### src/rtl/hierarchical_time_profiler_top_macros.svh
// Assertion macros shared by the profiler modules.
`ifndef HIERARCHICAL_TIME_PROFILER_TOP_MACROS_SVH
`define HIERARCHICAL_TIME_PROFILER_TOP_MACROS_SVH

// Same-cycle implication, disabled while reset is asserted.
`define HTP_ASSERT_IMP(label, clk, rstn, ante, cons) \
  label: assert property (@(posedge clk) disable iff (!(rstn)) (ante) |-> (cons)) \
    else $error("implication check failed");

// Next-cycle implication, disabled while reset is asserted.
`define HTP_ASSERT_NXT(label, clk, rstn, ante, cons) \
  label: assert property (@(posedge clk) disable iff (!(rstn)) (ante) |=> (cons)) \
    else $error("next-cycle check failed");

`endif

### src/rtl/htp_pkg.sv
package htp_pkg;

  // Action codes of an input beat.
  localparam logic [2:0] ACT_ENTER = 3'd0;
  localparam logic [2:0] ACT_EXIT  = 3'd1;
  localparam logic [2:0] ACT_BEGIN = 3'd2;
  localparam logic [2:0] ACT_END   = 3'd3;
  localparam logic [2:0] ACT_SWAP  = 3'd4;
  localparam logic [2:0] ACT_READ  = 3'd5;

  // Datapath commands issued by the controller.
  localparam logic [3:0] CMD_NONE    = 4'd0;
  localparam logic [3:0] CMD_ACCEPT  = 4'd1;
  localparam logic [3:0] CMD_ENT_RD  = 4'd2;
  localparam logic [3:0] CMD_ENT_WR  = 4'd3;
  localparam logic [3:0] CMD_EXT_STK = 4'd4;
  localparam logic [3:0] CMD_EXT_PRD = 4'd5;
  localparam logic [3:0] CMD_EXT_PWR = 4'd6;
  localparam logic [3:0] CMD_EXT_ARD = 4'd7;
  localparam logic [3:0] CMD_EXT_AWR = 4'd8;
  localparam logic [3:0] CMD_RD_RD   = 4'd9;
  localparam logic [3:0] CMD_RD_OUT  = 4'd10;
  localparam logic [3:0] CMD_SIMPLE  = 4'd11;
  localparam logic [3:0] CMD_ERROR   = 4'd12;
  localparam logic [3:0] CMD_CLR     = 4'd13;

  // Shift used for the reciprocal that reduces the anchor index.
  localparam int RECIP_SHIFT = 24;

  typedef struct packed {
    logic [3:0] op;
  } cmd_t;

  typedef struct packed {
    logic [2:0] action;
    logic       stk_empty;
    logic       stk_full;
    logic       clr_done;
  } stat_t;

  // One anchor record of the timing tables.
  typedef struct packed {
    logic [63:0] incl;
    logic [63:0] excl;
    logic [31:0] hits;
    logic [63:0] bytes;
  } entry_t;

  // One open-block record of the stack.
  typedef struct packed {
    logic [11:0] anchor;
    logic [11:0] parent;
    logic [63:0] start;
    logic [63:0] old_incl;
  } stk_t;

endpackage

### src/rtl/htp_ctrl.sv
module htp_ctrl (
  input  logic           clk_i,
  input  logic           rst_ni,
  input  logic           start,
  output logic           busy,
  input  htp_pkg::stat_t stat_i,
  output htp_pkg::cmd_t  cmd_o
);

  `include "hierarchical_time_profiler_top_macros.svh"

  localparam logic [3:0] S_CLEAR   = 4'd0;
  localparam logic [3:0] S_IDLE    = 4'd1;
  localparam logic [3:0] S_PREP    = 4'd2;
  localparam logic [3:0] S_DISP    = 4'd3;
  localparam logic [3:0] S_ENT_RD  = 4'd4;
  localparam logic [3:0] S_ENT_WR  = 4'd5;
  localparam logic [3:0] S_EXT_STK = 4'd6;
  localparam logic [3:0] S_EXT_PRD = 4'd7;
  localparam logic [3:0] S_EXT_PWR = 4'd8;
  localparam logic [3:0] S_EXT_ARD = 4'd9;
  localparam logic [3:0] S_EXT_AWR = 4'd10;
  localparam logic [3:0] S_RD_RD   = 4'd11;
  localparam logic [3:0] S_RD_OUT  = 4'd12;

  logic [3:0] state_q, state_d;

  // Next state and command for each state.
  always_comb begin
    state_d    = state_q;
    cmd_o.op   = htp_pkg::CMD_NONE;
    case (state_q)
      S_CLEAR: begin
        cmd_o.op = htp_pkg::CMD_CLR;
        if (stat_i.clr_done) state_d = S_IDLE;
      end
      S_IDLE: begin
        if (start) begin
          cmd_o.op = htp_pkg::CMD_ACCEPT;
          state_d  = S_PREP;
        end
      end
      S_PREP: state_d = S_DISP;
      S_DISP: begin
        case (stat_i.action)
          htp_pkg::ACT_ENTER: begin
            if (stat_i.stk_full) begin
              cmd_o.op = htp_pkg::CMD_ERROR;
              state_d  = S_IDLE;
            end else begin
              state_d = S_ENT_RD;
            end
          end
          htp_pkg::ACT_EXIT: begin
            if (stat_i.stk_empty) begin
              cmd_o.op = htp_pkg::CMD_ERROR;
              state_d  = S_IDLE;
            end else begin
              state_d = S_EXT_STK;
            end
          end
          htp_pkg::ACT_READ: state_d = S_RD_RD;
          htp_pkg::ACT_SWAP: begin
            cmd_o.op = htp_pkg::CMD_SIMPLE;
            state_d  = S_CLEAR;
          end
          default: begin
            cmd_o.op = htp_pkg::CMD_SIMPLE;
            state_d  = S_IDLE;
          end
        endcase
      end
      S_ENT_RD: begin
        cmd_o.op = htp_pkg::CMD_ENT_RD;
        state_d  = S_ENT_WR;
      end
      S_ENT_WR: begin
        cmd_o.op = htp_pkg::CMD_ENT_WR;
        state_d  = S_IDLE;
      end
      S_EXT_STK: begin
        cmd_o.op = htp_pkg::CMD_EXT_STK;
        state_d  = S_EXT_PRD;
      end
      S_EXT_PRD: begin
        cmd_o.op = htp_pkg::CMD_EXT_PRD;
        state_d  = S_EXT_PWR;
      end
      S_EXT_PWR: begin
        cmd_o.op = htp_pkg::CMD_EXT_PWR;
        state_d  = S_EXT_ARD;
      end
      S_EXT_ARD: begin
        cmd_o.op = htp_pkg::CMD_EXT_ARD;
        state_d  = S_EXT_AWR;
      end
      S_EXT_AWR: begin
        cmd_o.op = htp_pkg::CMD_EXT_AWR;
        state_d  = S_IDLE;
      end
      S_RD_RD: begin
        cmd_o.op = htp_pkg::CMD_RD_RD;
        state_d  = S_RD_OUT;
      end
      S_RD_OUT: begin
        cmd_o.op = htp_pkg::CMD_RD_OUT;
        state_d  = S_IDLE;
      end
      default: state_d = S_IDLE;
    endcase
  end

  // State register; reset starts the table clearing sweep.
  always_ff @(posedge clk_i or negedge rst_ni) begin
    if (!rst_ni) begin
      state_q <= S_CLEAR;
    end else begin
      state_q <= state_d;
    end
  end

  assign busy = (state_q != S_IDLE);

  `HTP_ASSERT_NXT(a_accept_prep, clk_i, rst_ni, start && !busy, state_q == S_PREP)
  `HTP_ASSERT_IMP(a_ent_wr_after_rd, clk_i, rst_ni, state_q == S_ENT_WR,
                  $past(state_q) == S_ENT_RD)
  `HTP_ASSERT_IMP(a_clear_from_swap, clk_i, rst_ni,
                  state_q == S_CLEAR && $past(state_q) == S_DISP,
                  $past(stat_i.action) == htp_pkg::ACT_SWAP)

endmodule

### config.mk
export PLATFORM = sky130hd
export DESIGN_NAME = htp_ctrl
export DESIGN_NICKNAME = d
export VERILOG_FILES = /design/src/rtl/htp_pkg.sv /design/src/rtl/htp_ctrl.sv
export VERILOG_INCLUDE_DIRS = /design/src /design/src/rtl
export SDC_FILE = /design/constraint.sdc
export NUM_CORES = 1
export LEC_CHECK = 0
export BUFFER_PORTS_ARGS = -buffer_cell sky130_fd_sc_hd__buf_2
export CORE_AREA = 8 8 45 47
export DETAILED_ROUTE_END_ITERATION = 7
export DIE_AREA = 0 0 53 55
export HOLD_SLACK_MARGIN = 0.15
export PLACE_DENSITY_LB_ADDON = 0.3
export SYNTH_ARGS = -nofsm -noshare
export SYNTH_HDL_FRONTEND = slang
export SYNTH_SLANG_ARGS = --single-unit
### constraint.sdc
create_clock -name clk_i -period 1.3 [get_ports clk_i]
set_input_delay 0.13 -clock clk_i [delete_from_list [all_inputs] [get_ports clk_i]]
set_output_delay 0.13 -clock clk_i [all_outputs]
set_load 0.05 [all_outputs]
==> After elaboration in Yosys (flattened, before gate mapping) <==
Index checks and enable logic that the tools add are counted.
{ "totals": {"reg_bits": 4, "inputBits": 9, "out_inout_bits": 5, "word_cells": 33} }
{ "op_classes": {"eq_ne": 18, "mux": 11, "n_reduce_logical": 3} }
{ "op_table": {"columns": ["cell", "count"], "rows": [
  ["case mux 4 bit (12 select lines)", 1],
  ["case mux 4 bit (10 select lines)", 1],
  ["== test 4 bit, second input constant", 5],
  ["== test 4 x 3 -> 1 bit, second input constant", 4],
  ["2-to-1 mux 4 bit", 4],
  ["case mux 4 bit (4 select lines)", 1],
  ["case mux 4 bit (3 select lines)", 1],
  ["== test 4 x 2 -> 1 bit, second input constant", 2],
  ["== test 3 bit, second input constant", 2],
  ["2-to-1 mux 3 bit", 2],
  ["== test 4 x 1 -> 1 bit, second input constant", 1],
  ["zero test 4 bit", 1],
  ["inequality test 2 bit, second input constant", 2],
  ["inequality test 4 x 1 -> 1 bit, second input constant", 1],
  ["== test 3 x 1 -> 1 bit, second input constant", 1],
  ["zero test 3 bit", 1],
  ["AND reduction 2 bit", 1],
  ["2-to-1 mux 1 bit", 1]
]} }

==> Logic depth before layout (Yosys ltp) <==
Gate-level depths: netlist (run 1).
{ "logic_depth": {"word_depth": 3, "ltp_mapped": 4} }

==> Least setup slack after synthesis (run 1) <==
OpenSTA, ideal clock, no wires.
{ "synth_timing": {"path_type": "register -> output", "from": "register state_q[3]", "to": "output port cmd_o[1] (netlist name)", "arrival_ns": 1.918, "required_ns": 1.170, "path_slack_ns": -0.748, "stages_incl_launch_ff": 4, "path_cell_list": "dfrtp_1 buf_2 and3_1 o31ai_1"} }
{ "synth_rtl": {"columns": ["item", "line_no", "source"], "rows": [
  ["start: declaration", "htp_ctrl.sv:26", "logic [3:0] state_q, state_d;"],
  ["start signal: assignment", "htp_ctrl.sv:118", "state_q <= state_d;"],
  ["end: declaration", "htp_ctrl.sv:7", "output htp_pkg::cmd_t cmd_o"]
]} }

==> results of run 1 <==
-- layer usage --
metal	vias up	part of all wire, %
met5	-	0
met4	0	2.3
met3	5	3.8
met2	11	53
met1	257	41
li1	285	-
-- what timing repair did --
item / CTS / global route
endpoints found under the hold margin: 4 / 0
buffers inserted: 6 / 0
hold buffers: 1 / 0
resized for setup: 26 / 5
pin swaps: 2 / 4
endpoints found under the setup margin: 6 / 7
gates cloned: 1 / 0
-- cells by family after synthesis --
kind of cell    Yosys count  synth area share [%]
xor+xnor                  1                  2.17
compound gates           23                  38.7
buf+inv                   7                  7.74
mux                       1                  3.71
flops                     4                  24.8
simple gates             19                  22.9
-- through the flow --
stage	instances	area [sq um]	setup slack [ps]
2_1_floorplan	55	468	-98.1
3_3_place_gp	97	658	-67.7
3_5_place_dp	97	658	-81.9
5_1_grt	108	851	-254
4_1_cts	108	837	-189
6_report	108	851	-191
-- worst max-delay path, delay by kind of cell (launching register included) --
| kind | cells | cell delay, ps |
|---|---|---|
| flops | 1 | 430 |
| compound gates | 1 | 180 |
| buf+inv | 2 | 340 |
| simple gates | 1 | 180 |
-- final cells by class --
| cell class | count | area share [%] |
|---|---|---|
| Timing Repair Buffer | 38 | 34.7 |
| Tap cell | 16 | 2.35 |
| Inverter | 3 | 1.32 |
| Multi-Input combinational cell | 44 | 46.8 |
| Sequential cell | 4 | 12.2 |
| Clock buffer | 3 | 2.65 |
-- placed cells by master (no fill, tap or decap), types with 2 or more instances in the layout --
master / Yosys / final
buf_4: 0 / 20
buf_2: 4 / 9
buf_6: 0 / 8
a21oi_1: 5 / 5
nor2_1: 7 / 4
nand2_1: 3 / 3
clkbuf_4: 0 / 3
dfrtp_2: 0 / 3
nor2_2: 0 / 2
inv_2: 1 / 2
o31ai_4: 0 / 2
o21ai_0: 3 / 2
o21ai_2: 0 / 2
a31oi_4: 0 / 2
-- worst max path at each step --
stage | startpoint | endpoint | slack [ps] | cells after the start
after floorplan | state_q[2] | cmd_o[1] | -100 | 3
after global placement | stat_i[3] | cmd_o[2] | -70 | 5
after detailed placement | stat_i[3] | cmd_o[2] | -80 | 5
after CTS | state_q[2] | cmd_o[3] | -190 | 5
after global routing | state_q[0] | cmd_o[1] | -250 | 5
final | state_q[3] | cmd_o[1] | -190 | 4
==> results.md, run 1 <==
Status:
- The flow ran to the end, but the final reports show violations.
- The final reports fail on setup timing.

Synth:
- For this run, the number of Yosys warnings is 0.
- The number of flip-flops and latches in the synthesized netlist is 4.
- The top cell type's share of synthesized area is 24.8%.
- The cell area after synthesis is ~400 sq um.
- Yosys attributes the largest share of cell area to dfrtp_1 (25%), nor2_1 (6.5%), a21oi_1 (6.2%).
- The most used flip-flop cell after synthesis is dfrtp_1.
- For this run, the register share of the synthesized area comes to roughly a quarter.
- The number of nets handed over by synthesis was 64.
- dfrtp_1 takes more of the synthesized area than any other cell.
- The mean cell area of the mapped netlist is 7.35 sq um.
- The most used standard cell by instance count after synthesis is nor2_1.
- Ranked by instance count, the synthesized netlist is headed by nor2_1 (7), a21oi_1 (5), buf_2 (4), dfrtp_1 (4).
- The gate count of the mapped netlist is 55.
- Yosys mapped a number of flops with a built-in enable equal to 0.
- In the synthesized netlist the async set-or-reset flop fraction comes to 100%.
- The number of distinct library cell variants in the gate-level netlist after synthesis is 30.

Routing:
- The detailed router's first-iteration violation count is 16.
- The routed design has 1460 um of wire.
- The final route contains 558 vias.
- Before antenna repair, the detailed router went through 4 iterations.
- After detailed routing, the average wire length per cell comes to 13.6 um.
- The detail route stage leaves a number of antenna-violating nets equal to 0.
- After detailed routing, the number of vias per cell comes to 5.17.
- The residual DRC count is 0.

Final layout:
- The multi-input combinational cells in the finished layout cover a total of around 400 sq um.
- The sequential cell area is 104 sq um.
- The number of filler cells placed in the layout is 118.
- Cells with a size suffix above 1 make up around two thirds of the layout.
- The area growth from synthesis to layout is 111%.
- For this run, the post-layout net count is 103.
- In the final layout, the registers with the most flip-flops are state_q: 4 flops.
- state_q holds more flip-flops than any other register.
- The register with the most flip-flops in the layout has 4 of them.
- 0 antenna diodes ended up in the layout.
- The final design utilization is 61.5%.

Global routing:
- The largest net degree at the start of global routing is 8.
- The global-route layer with the greatest usage is met2.
- The routing usage on met2 is 19.5%.
- The remaining global-route overflow is 0.
- The global-route wire length before repair is roughly 2400 um.
- The global-route usage over all layers is 11.2%.
- The number of antenna violations at the first check in global routing is 0.
- The global routing met1 resource utilization is 11.3%.
- For met3 alone, demand over resource in global routing was 2.41%.
- The via count of the first global-routing pass was 585.

Hold path:
- The class of the most critical hold timing path is input port to register.
- The sink of the worst hold path is state_q[0].
- The startpoint identified for the worst hold timing path is stat_i[0].
- The number of cells on the worst hold path is 3.

Setup path:
- The depth of the worst register-to-register path is 5.
- Walking the worst path, the cells encountered are buf_4, and3_4, o31ai_4, buf_6.
- The required time reported for the critical path endpoint is 1170 ps.
- The reg-to-reg critical path endpoint is state_q[0].
- The start-to-end type of the worst setup path is register to output port.
- The kind of end point of the critical path is an output port.
- On the worst path, the slowest cell contributes a delay of 430 ps.
- The worst setup slack for register-to-register paths is -80 ps.
- The critical path startpoint category is a register.
- The largest driver fanout on the critical path is 6.
- The slowest library cell on the worst path is dfrtp_2.
- The startpoint of the most critical register-to-register path is state_q[3].
- Data on the critical path arrives at its endpoint at 1360 ps.

Floorplanning:
- The initial standard-cell utilization of the core is 29.2%.
- The die covers roughly 2900 sq um.
- The number of standard-cell rows in the floorplan is 14.
- In this run the count of I/O pins placed on the die edge is 14.
- The floorplan step set the die width to 53 um.
- The overall die height is 55 um.
- The area inside the core boundary is 1380 sq um.

Timing:
- The number of max-slew violations in the final report is 0.
- The number of failing setup endpoints in the final timing report is 6.
- Static timing analysis puts the maximum clock frequency at 0.671 GHz.
- Dividing the final minimum period by the clock period gives 115%.
- The headroom to the max-slew limit is 83.6%.
- Setup total negative slack on the finished layout was measured at -827 ps.
- The total count of hold-check failures in the final report came to 0.
- The time the worst path needs with I/O delays and setup is approximately 1500 ps.
- The worst clock skew on the final layout is 3.34 ps.
- The actual transition at the worst max-transition pin is 242 ps.
- The worst hold slack after final layout is 163 ps.
- Across all setup checks in the final design, the least slack found is -191 ps.
- Setup repair after global routing could not meet its margin everywhere.

CTS:
- The clock latency on the worst-skew pair is 240 ps.
- The clock tree root driver cell is clkbuf_4.
- The register clock-pin slew on the reported worst setup and hold paths is ~40 ps.
- The maximum level of the CTS H-tree is 1.
- The clock sink total is 4.
- The buffer levels on the longest clock path is 2.
- TritonCTS built the clock tree.
- Buffers inserted during clock tree synthesis total 3.

Run:
- Max-cap violations in this run came to 0.

Place:
- Input and output buffers added on the ports amount to 13.
- The half-perimeter wire length after placement is 1020 um.
- The final weighted congestion in routability-driven placement is slightly above 0.8.
Power of run 1 is left out: the tool's default activity adds up to more than one toggle a clock period on the data nets, which glitch-free logic cannot reach.
==> run 2, diff against run 1 <==
--- a/config.mk
+++ b/config.mk
@@ -12,6 +12,7 @@
 export DIE_AREA = 0 0 53 55
 export HOLD_SLACK_MARGIN = 0.15
 export PLACE_DENSITY_LB_ADDON = 0.3
+export SETUP_SLACK_MARGIN = 0.4
 export SYNTH_ARGS = -nofsm -noshare
 export SYNTH_HDL_FRONTEND = slang
 export SYNTH_SLANG_ARGS = --single-unit
==> run 2 against run 1 <==
  * Sequential share of layout area is 0.20 points higher
  * Maximum frequency is 0.22% higher
  * Core utilization fell by 0.99 points
  * Setup slack better by 3.3 ps
  * Register-to-register slack improved by 40 ps
  * Worst hold slack better by 11 ps
  * Global-route usage fell by 1.3 points
  * The flow still finishes with violations (setup timing)
  * Sequential cell count did not move
  * Cell area decreased by 1.6%
  * Count of clock-buffer cells in the layout is the same
  * Routed wire length is 8.9% lower
==> results.md, run 2 (same netlist as run 1, synthesis figures left out) <==
Setup path:
- The slowest library cell on the worst path is dfrtp_2.
- Counting both buffers and inverters, the worst setup path holds a total of 3.
- The worst register-to-register path has a depth of 5.
- At the worst endpoint, the required time is 1170 ps.
- The critical path is of the register to output port type.
- The worst setup path is launched from a register.
- The most critical setup path has its startpoint at state_q[2].
- Walking the worst path, the cells encountered are buf_4, inv_1, nand4_1, o31ai_4, buf_6.
- On the worst path, the slowest cell contributes a delay of 440 ps.
- The family of cells with the greatest summed delay on the critical path is buffers and inverters.
- In this run the worst path has a maximum fanout of 6.
- The critical path depth in cells is 5.
- The arrival time at the worst endpoint is 1360 ps.
- The worst setup path is captured at an output port.
- The worst register-to-register path begins at state_q[3].

Timing:
- The worst path uses 114% of the clock period.
- The worst clock skew on the final layout is between 5 and 6 ps.
- The time the worst path needs with I/O delays and setup is 1490 ps.
- The number of failing setup endpoints in the final timing report is 6.
- The worst hold slack after final layout is 174 ps.
- The total count of hold-check failures in the final report came to 0.
- The number of max-slew violations in the final report came to 0.
- The maximum clock frequency is about 0.67 GHz.
- Setup repair after global routing could not meet its margin everywhere.
- The worst pin sits at a relative slew slack of slightly above 80%.
- The smallest setup slack after layout is -187 ps.
- At the pin with the least slew margin, the transition time is 269 ps.

Routing:
- The residual DRC count is 0.
- Once detail routing completed, the nets flagged for antenna violations numbered 0.
- The number of vias per cell after detailed routing is 5.24.
- After detailed routing, the total wire length is 1330 um.
- The first-pass iteration count of the detailed router is 4.
- The mean routed wirelength per cell is 12.9 um.
- The final route contains 540 vias.
- The detailed router's first-iteration violation count is 3.

Global routing:
- The via count of the first global-routing pass was 514.
- The number of antenna violations at the first check in global routing was 0.
- The remaining global-route overflow is 0.
- The global-route wire length before repair is 2170 um.
- Entering global routing, the biggest net connects 8 pins.
- The global-route usage over all layers is roughly a tenth.

CTS:
- The buffer levels on the longest clock path is 2.
- TritonCTS built the clock tree.
- The clock tree root driver cell is clkbuf_4.
- Clock-pin slew was measured on the worst setup and hold paths at 40 ps.
- Clock tree synthesis found a total of 4 sinks.
- The number of buffers created by CTS is 3.
- For the worst-skew pair, the clock arrives at the later sink with an insertion delay of between 200 and 250 ps.
- In this run the number of H-tree levels came out at 1.

Hold path:
- The startpoint of the most critical hold path is stat_i[0].
- The class of the most critical hold timing path is input port to register.
- The number of cells on the worst hold path is 3.

Floorplanning:
- The top-level port count is 14.
- The number of standard-cell rows in the floorplan is 14.
- After floorplanning, the core was sized to cover 1380 sq um.
- The floorplan step set the die height to 55 um.
- The initial standard-cell utilization of the core is 29.2%.
- The die extent in x is between 50 and 60 um.
- The total die area is 2920 sq um.

Final layout:
- The number of filler cells placed in the layout is about 130.
- Registers take 104 sq um.
- The final design utilization is 60.5%.
- The flip-flop count of the largest register, all copies and words added is 4.
- Leaving out fill and tap cells, the most frequent cells in the layout are buf_4 (13), buf_6 (10), buf_2 (9), nor2_1 (6), a21oi_1 (5).
- Counting flops per register, the top entry is state_q.
- In the final layout, the registers with the most flip-flops are state_q: 4 flops.
- The leading cell type in the layout, fill and taps excluded is buf_4.
- 0 antenna diodes ended up in the layout.
- Summing all multi-input logic gate instances after layout gives 414 sq um.
- From synthesis to final layout, the design area changed by 107%.
- In the final layout, the share of cells above drive strength 1 is about two thirds.
- The count of nets after finishing is 98.

Place:
- The count of port buffers added during placement is 13.
- After legalization and detailed placement, the total HPWL measured 1000 um.
- Routability-driven placement finished with a final weighted congestion of 0.808.
- At the placement stage, the worst setup path has a slack of -101 ps.

Status:
- The flow ran to the end, but the final reports show violations.
- The final reports fail on setup timing.

Run:
- The number of max-capacitance violations reported is 0.
run 2: changes by cell type in the layout (fill, tap and decap cells not counted), sizes merged:
| cell | previous run | this run |
|---|---|---|
| buf | 37 | 32 |
run 2: final timing paths:
check | to | slack, ps
setup / recovery | cmd_o[1] | -190
max in group asynchronous | state_q[1] | 940
hold / removal | state_q[0] | 170
min in group asynchronous | state_q[2] | 230
hold reg to reg | state_q[2] | 680
setup reg to reg | state_q[0] | -40
run 2: timing repair:
item / CTS / global route
endpoints found under the setup margin: 9 / 9
setup buffers: 1 / 1
gates resized for setup: 21 / 10
endpoints found under the hold margin: 4 / 0
pin swaps: 2 / 3
gates cloned: 0 / 0
hold buffers: 1 / 0
run 2: routing by layer:
metal / wire, um / track usage (%) / up-vias
met2: 713 / 15.8 / 12
li1: - / - / 274
met3: 65 / 2.41 / 0
met1: 554 / 12.1 / 254
met4: 0 / 5.17 / 0
met5: 0 / 0 / -
run 2: final cells by class:
cell class              count  share of cell area (%)
clock buffers               3                    2.69
inverters                   3                    1.35
multi-input cells          44                    49.5
flip-flops and latches      4                    12.4
well taps                  16                    2.39
repair buffers             33                    31.7
run 2: worst reg2reg max path, delay by kind of cell, from the launching register on:
kind | cells | cell delay (ps)
AO/OA/AOI/OAI | 2 | 310
buffers and inverters | 1 | 150
flip-flops | 1 | 430
AND/OR/NAND/NOR | 2 | 360
run 2: per-stage QoR:
| step | setup TNS [ps] | instance area [sq um] | cells |
|---|---|---|---|
| CTS | -908 | 786 | 102 |
| global placement | -232 | 669 | 97 |
| global route | -1190 | 837 | 103 |
| floorplan | -76.3 | 498 | 55 |
| detailed placement | -245 | 669 | 97 |
| finish | -776 | 837 | 103 |
Power of run 2 is left out for the same reason.
==> run 3, diff against run 2 <==
--- a/config.mk
+++ b/config.mk
@@ -6,7 +6,7 @@
 export SDC_FILE = /design/constraint.sdc
 export NUM_CORES = 1
 export LEC_CHECK = 0
-export BUFFER_PORTS_ARGS = -buffer_cell sky130_fd_sc_hd__buf_2
+export BUFFER_PORTS_ARGS = -buffer_cell sky130_fd_sc_hd__buf_4
 export CORE_AREA = 8 8 45 47
 export DETAILED_ROUTE_END_ITERATION = 7
 export DIE_AREA = 0 0 53 55
==> run 3 against run 2 <==
  * Routed wire length up 17%
  * Global-route usage is 0.93 points higher
  * Count of clock-buffer cells in the layout unchanged
  * Critical endpoint is now cmd_o[3]
  * Worst hold slack improved by 20 ps
  * Cell count fell by 1.9%
  * Die area unchanged
  * The run still ends with setup timing left
  * Via count grew 4.3%
  * Core utilization up 0.72 points
  * Sequential share of layout area shrank 0.29 points
  * Critical path type unchanged
  * Non-clock buffer count fell by 2
  * Maximum frequency is 1.4% lower
==> results.md, run 3 (same netlist as run 1, synthesis figures left out) <==
Routing:
- In this run the remaining antenna-violating nets after routing total 0.
- The number of vias per cell after detailed routing is 5.57.
- In the final routed layout, each cell accounts on average for 15.5 um.
- Before antenna repair, the detailed router went through 4 iterations.
- The residual DRC count is 0.
- The final layout contains routed wiring with a total length of 1560 um.
- Across all layers, the routed design uses ~560 vias.
- The detailed router's first-iteration violation count is 8.

Final layout:
- The library cell used most frequently in the layout, excluding fill and tap cells, is buf_4.
- The count of antenna diodes in the layout is 0.
- The final design utilization is 61.2%.
- In the layout the commonest cells are buf_4 (21), buf_6 (9), nor2_1 (6), a21oi_1 (4), clkbuf_4 (3).
- Leaving out filler cells and counting taps, the final layout contains around 100.
- For this run, the post-layout net count is 96.
- Cells with a size suffix above 1 make up 69.4% of the layout.
- The flip-flop count of the largest register, all copies and words added is 4.
- The largest registers in the layout are state_q: 4 flops.
- The register name with the most flops is state_q.
- The layout-stage area growth over the synthesis result is 110%.

Floorplanning:
- In this run the horizontal extent of the chip is 53 um.
- The overall die height is around 55 um.
- The number of standard-cell rows in the floorplan is 14.
- The top-level port count is 14.
- The area inside the core boundary is 1380 sq um.
- The initial standard-cell utilization of the core is 29.2%.
- The die covers 2920 sq um.

CTS:
- The CTS tree is yes.
- After clock tree synthesis, the clock-pin slew on the worst setup and hold paths is 40 ps.
- The clock sink total is 4.
- The clock tree root driver cell is clkbuf_4.
- Counting along the longest clock path gives a buffer depth of 2.
- CTS built an H-tree with a depth of 1.
- Clock latency on the worst-skew pair, taken at its later pin, is roughly 240 ps.
- The number of buffers created by CTS is 3.

Hold path:
- The class of the most critical hold timing path is input port to register.
- The sink of the worst hold path is state_q[0].
- The startpoint of the most critical hold path is stat_i[0].
- The number of cells on the worst hold path is 3.

Timing:
- Summed over all failing endpoints, the final setup total negative slack is -920 ps.
- At the pin with the least slew margin, the transition time is 273 ps.
- The clock arrives with 5.19 ps of skew.
- The total count of hold-check failures in the final report is 0.
- The headroom to the max-slew limit is 81.8%.
- Setup repair after global routing could not meet its margin everywhere.
- The maximum clock frequency is 0.663 GHz.
- The number of max-slew violations in the final report is 0.
- The part of the cycle the worst path needs is 116%.
- The smallest setup slack after layout is -208 ps.
- For the finished layout, the period the worst path requires is between 1500 and 2000 ps.
- The number of failing setup endpoints in the final timing report is 6.

Setup path:
- At the worst endpoint, the required time is roughly 1200 ps.
- The worst setup slack for register-to-register paths is -50 ps.
- The reg-to-reg critical path endpoint is state_q[0].
- In this run the worst path has a maximum fanout of 6.
- The kind of end point of the critical path is an output port.
- The critical path startpoint category is a register.
- The arrival time at the worst endpoint is 1380 ps.
- The depth of the worst register-to-register path is 5.
- In this run the critical register-to-register path is launched from state_q[3].
- The start-to-end type of the worst setup path is register to output port.

Status:
- The checks that failed: setup timing.
- The run finished, with violations left.

Global routing:
- Across every metal layer, demand over resource in global routing totals 10.8%.
- The number of antenna violations at the first check in global routing is 0.
- Entering global routing, the biggest net connects 8 pins.
- The first global-routing pass estimated 2330 um of wire.
- Summed over all layers, the global routing overflow is 0.
- The via count of the first global-routing pass is around 580.

Run:
- The number of max-capacitance violations reported is 0.

Place:
- The count of port buffers added during placement is 13.
- The final weighted congestion in routability-driven placement is 0.802.
- The cell count after placement is 94.
- Summed over all nets, the half-perimeter wirelength after detailed placement is about 1100 um.
run 3: cell types whose count changed in the layout (fill, tap and decap cells not counted), sizes merged:
cell / delta
buf: -2
run 3: metal layers:
layer	wire (um)	global-route usage, %	up-vias
met5	0	0	-
met4	10	8.62	0
met3	54	2.41	2
met2	880	19.3	14
met1	615	10.7	275
li1	-	-	272
run 3: worst max-delay path by stage:
stage | start | endpoint | cells past startpoint
floorplan | state_q[2] | cmd_o[1] | 3
global placement | state_q[3] | cmd_o[3] | 5
detailed placement | state_q[3] | cmd_o[3] | 5
CTS | state_q[2] | cmd_o[3] | 5
global route | state_q[0] | cmd_o[2] | 5
finish | state_q[2] | cmd_o[3] | 5
run 3: final cells by class:
| class | count | area (sq um) |
|---|---|---|
| tap | 16 | 20.0 |
| timing repair buffer | 31 | 269 |
| clock buffer | 3 | 22.5 |
| multi-input combinational | 44 | 419 |
| inverter | 3 | 13.8 |
| fill | 107 | 537 |
| sequential | 4 | 103 |
run 3: critical path, cell delays in order, from the launching register on:
cell and delay [ps]:
dfrtp_2 450, xor2_1 180, nor2_1 120, o21ai_2 80, a31oi_4 140, buf_6 180
run 3: what timing repair did:
action | 4_1_cts | 5_1_grt
endpoints found under the hold margin | 4 | 0
endpoints found under the setup margin | 9 | 9
hold buffers | 1 | 0
gates resized for setup | 15 | 12
pin swaps | 4 | 5
setup buffers | 2 | 1
run 3: per-stage QoR:
stage	hold WS, ps	worst slack, ps	instance area [sq um]
4_1_cts	178	-194	785
3_3_place_gp	-72.7	-38.9	679
2_1_floorplan	-166	-76.3	498
6_report	194	-208	847
5_1_grt	234	-252	847
3_5_place_dp	-71.3	-34.3	679
Power of run 3 is left out for the same reason.
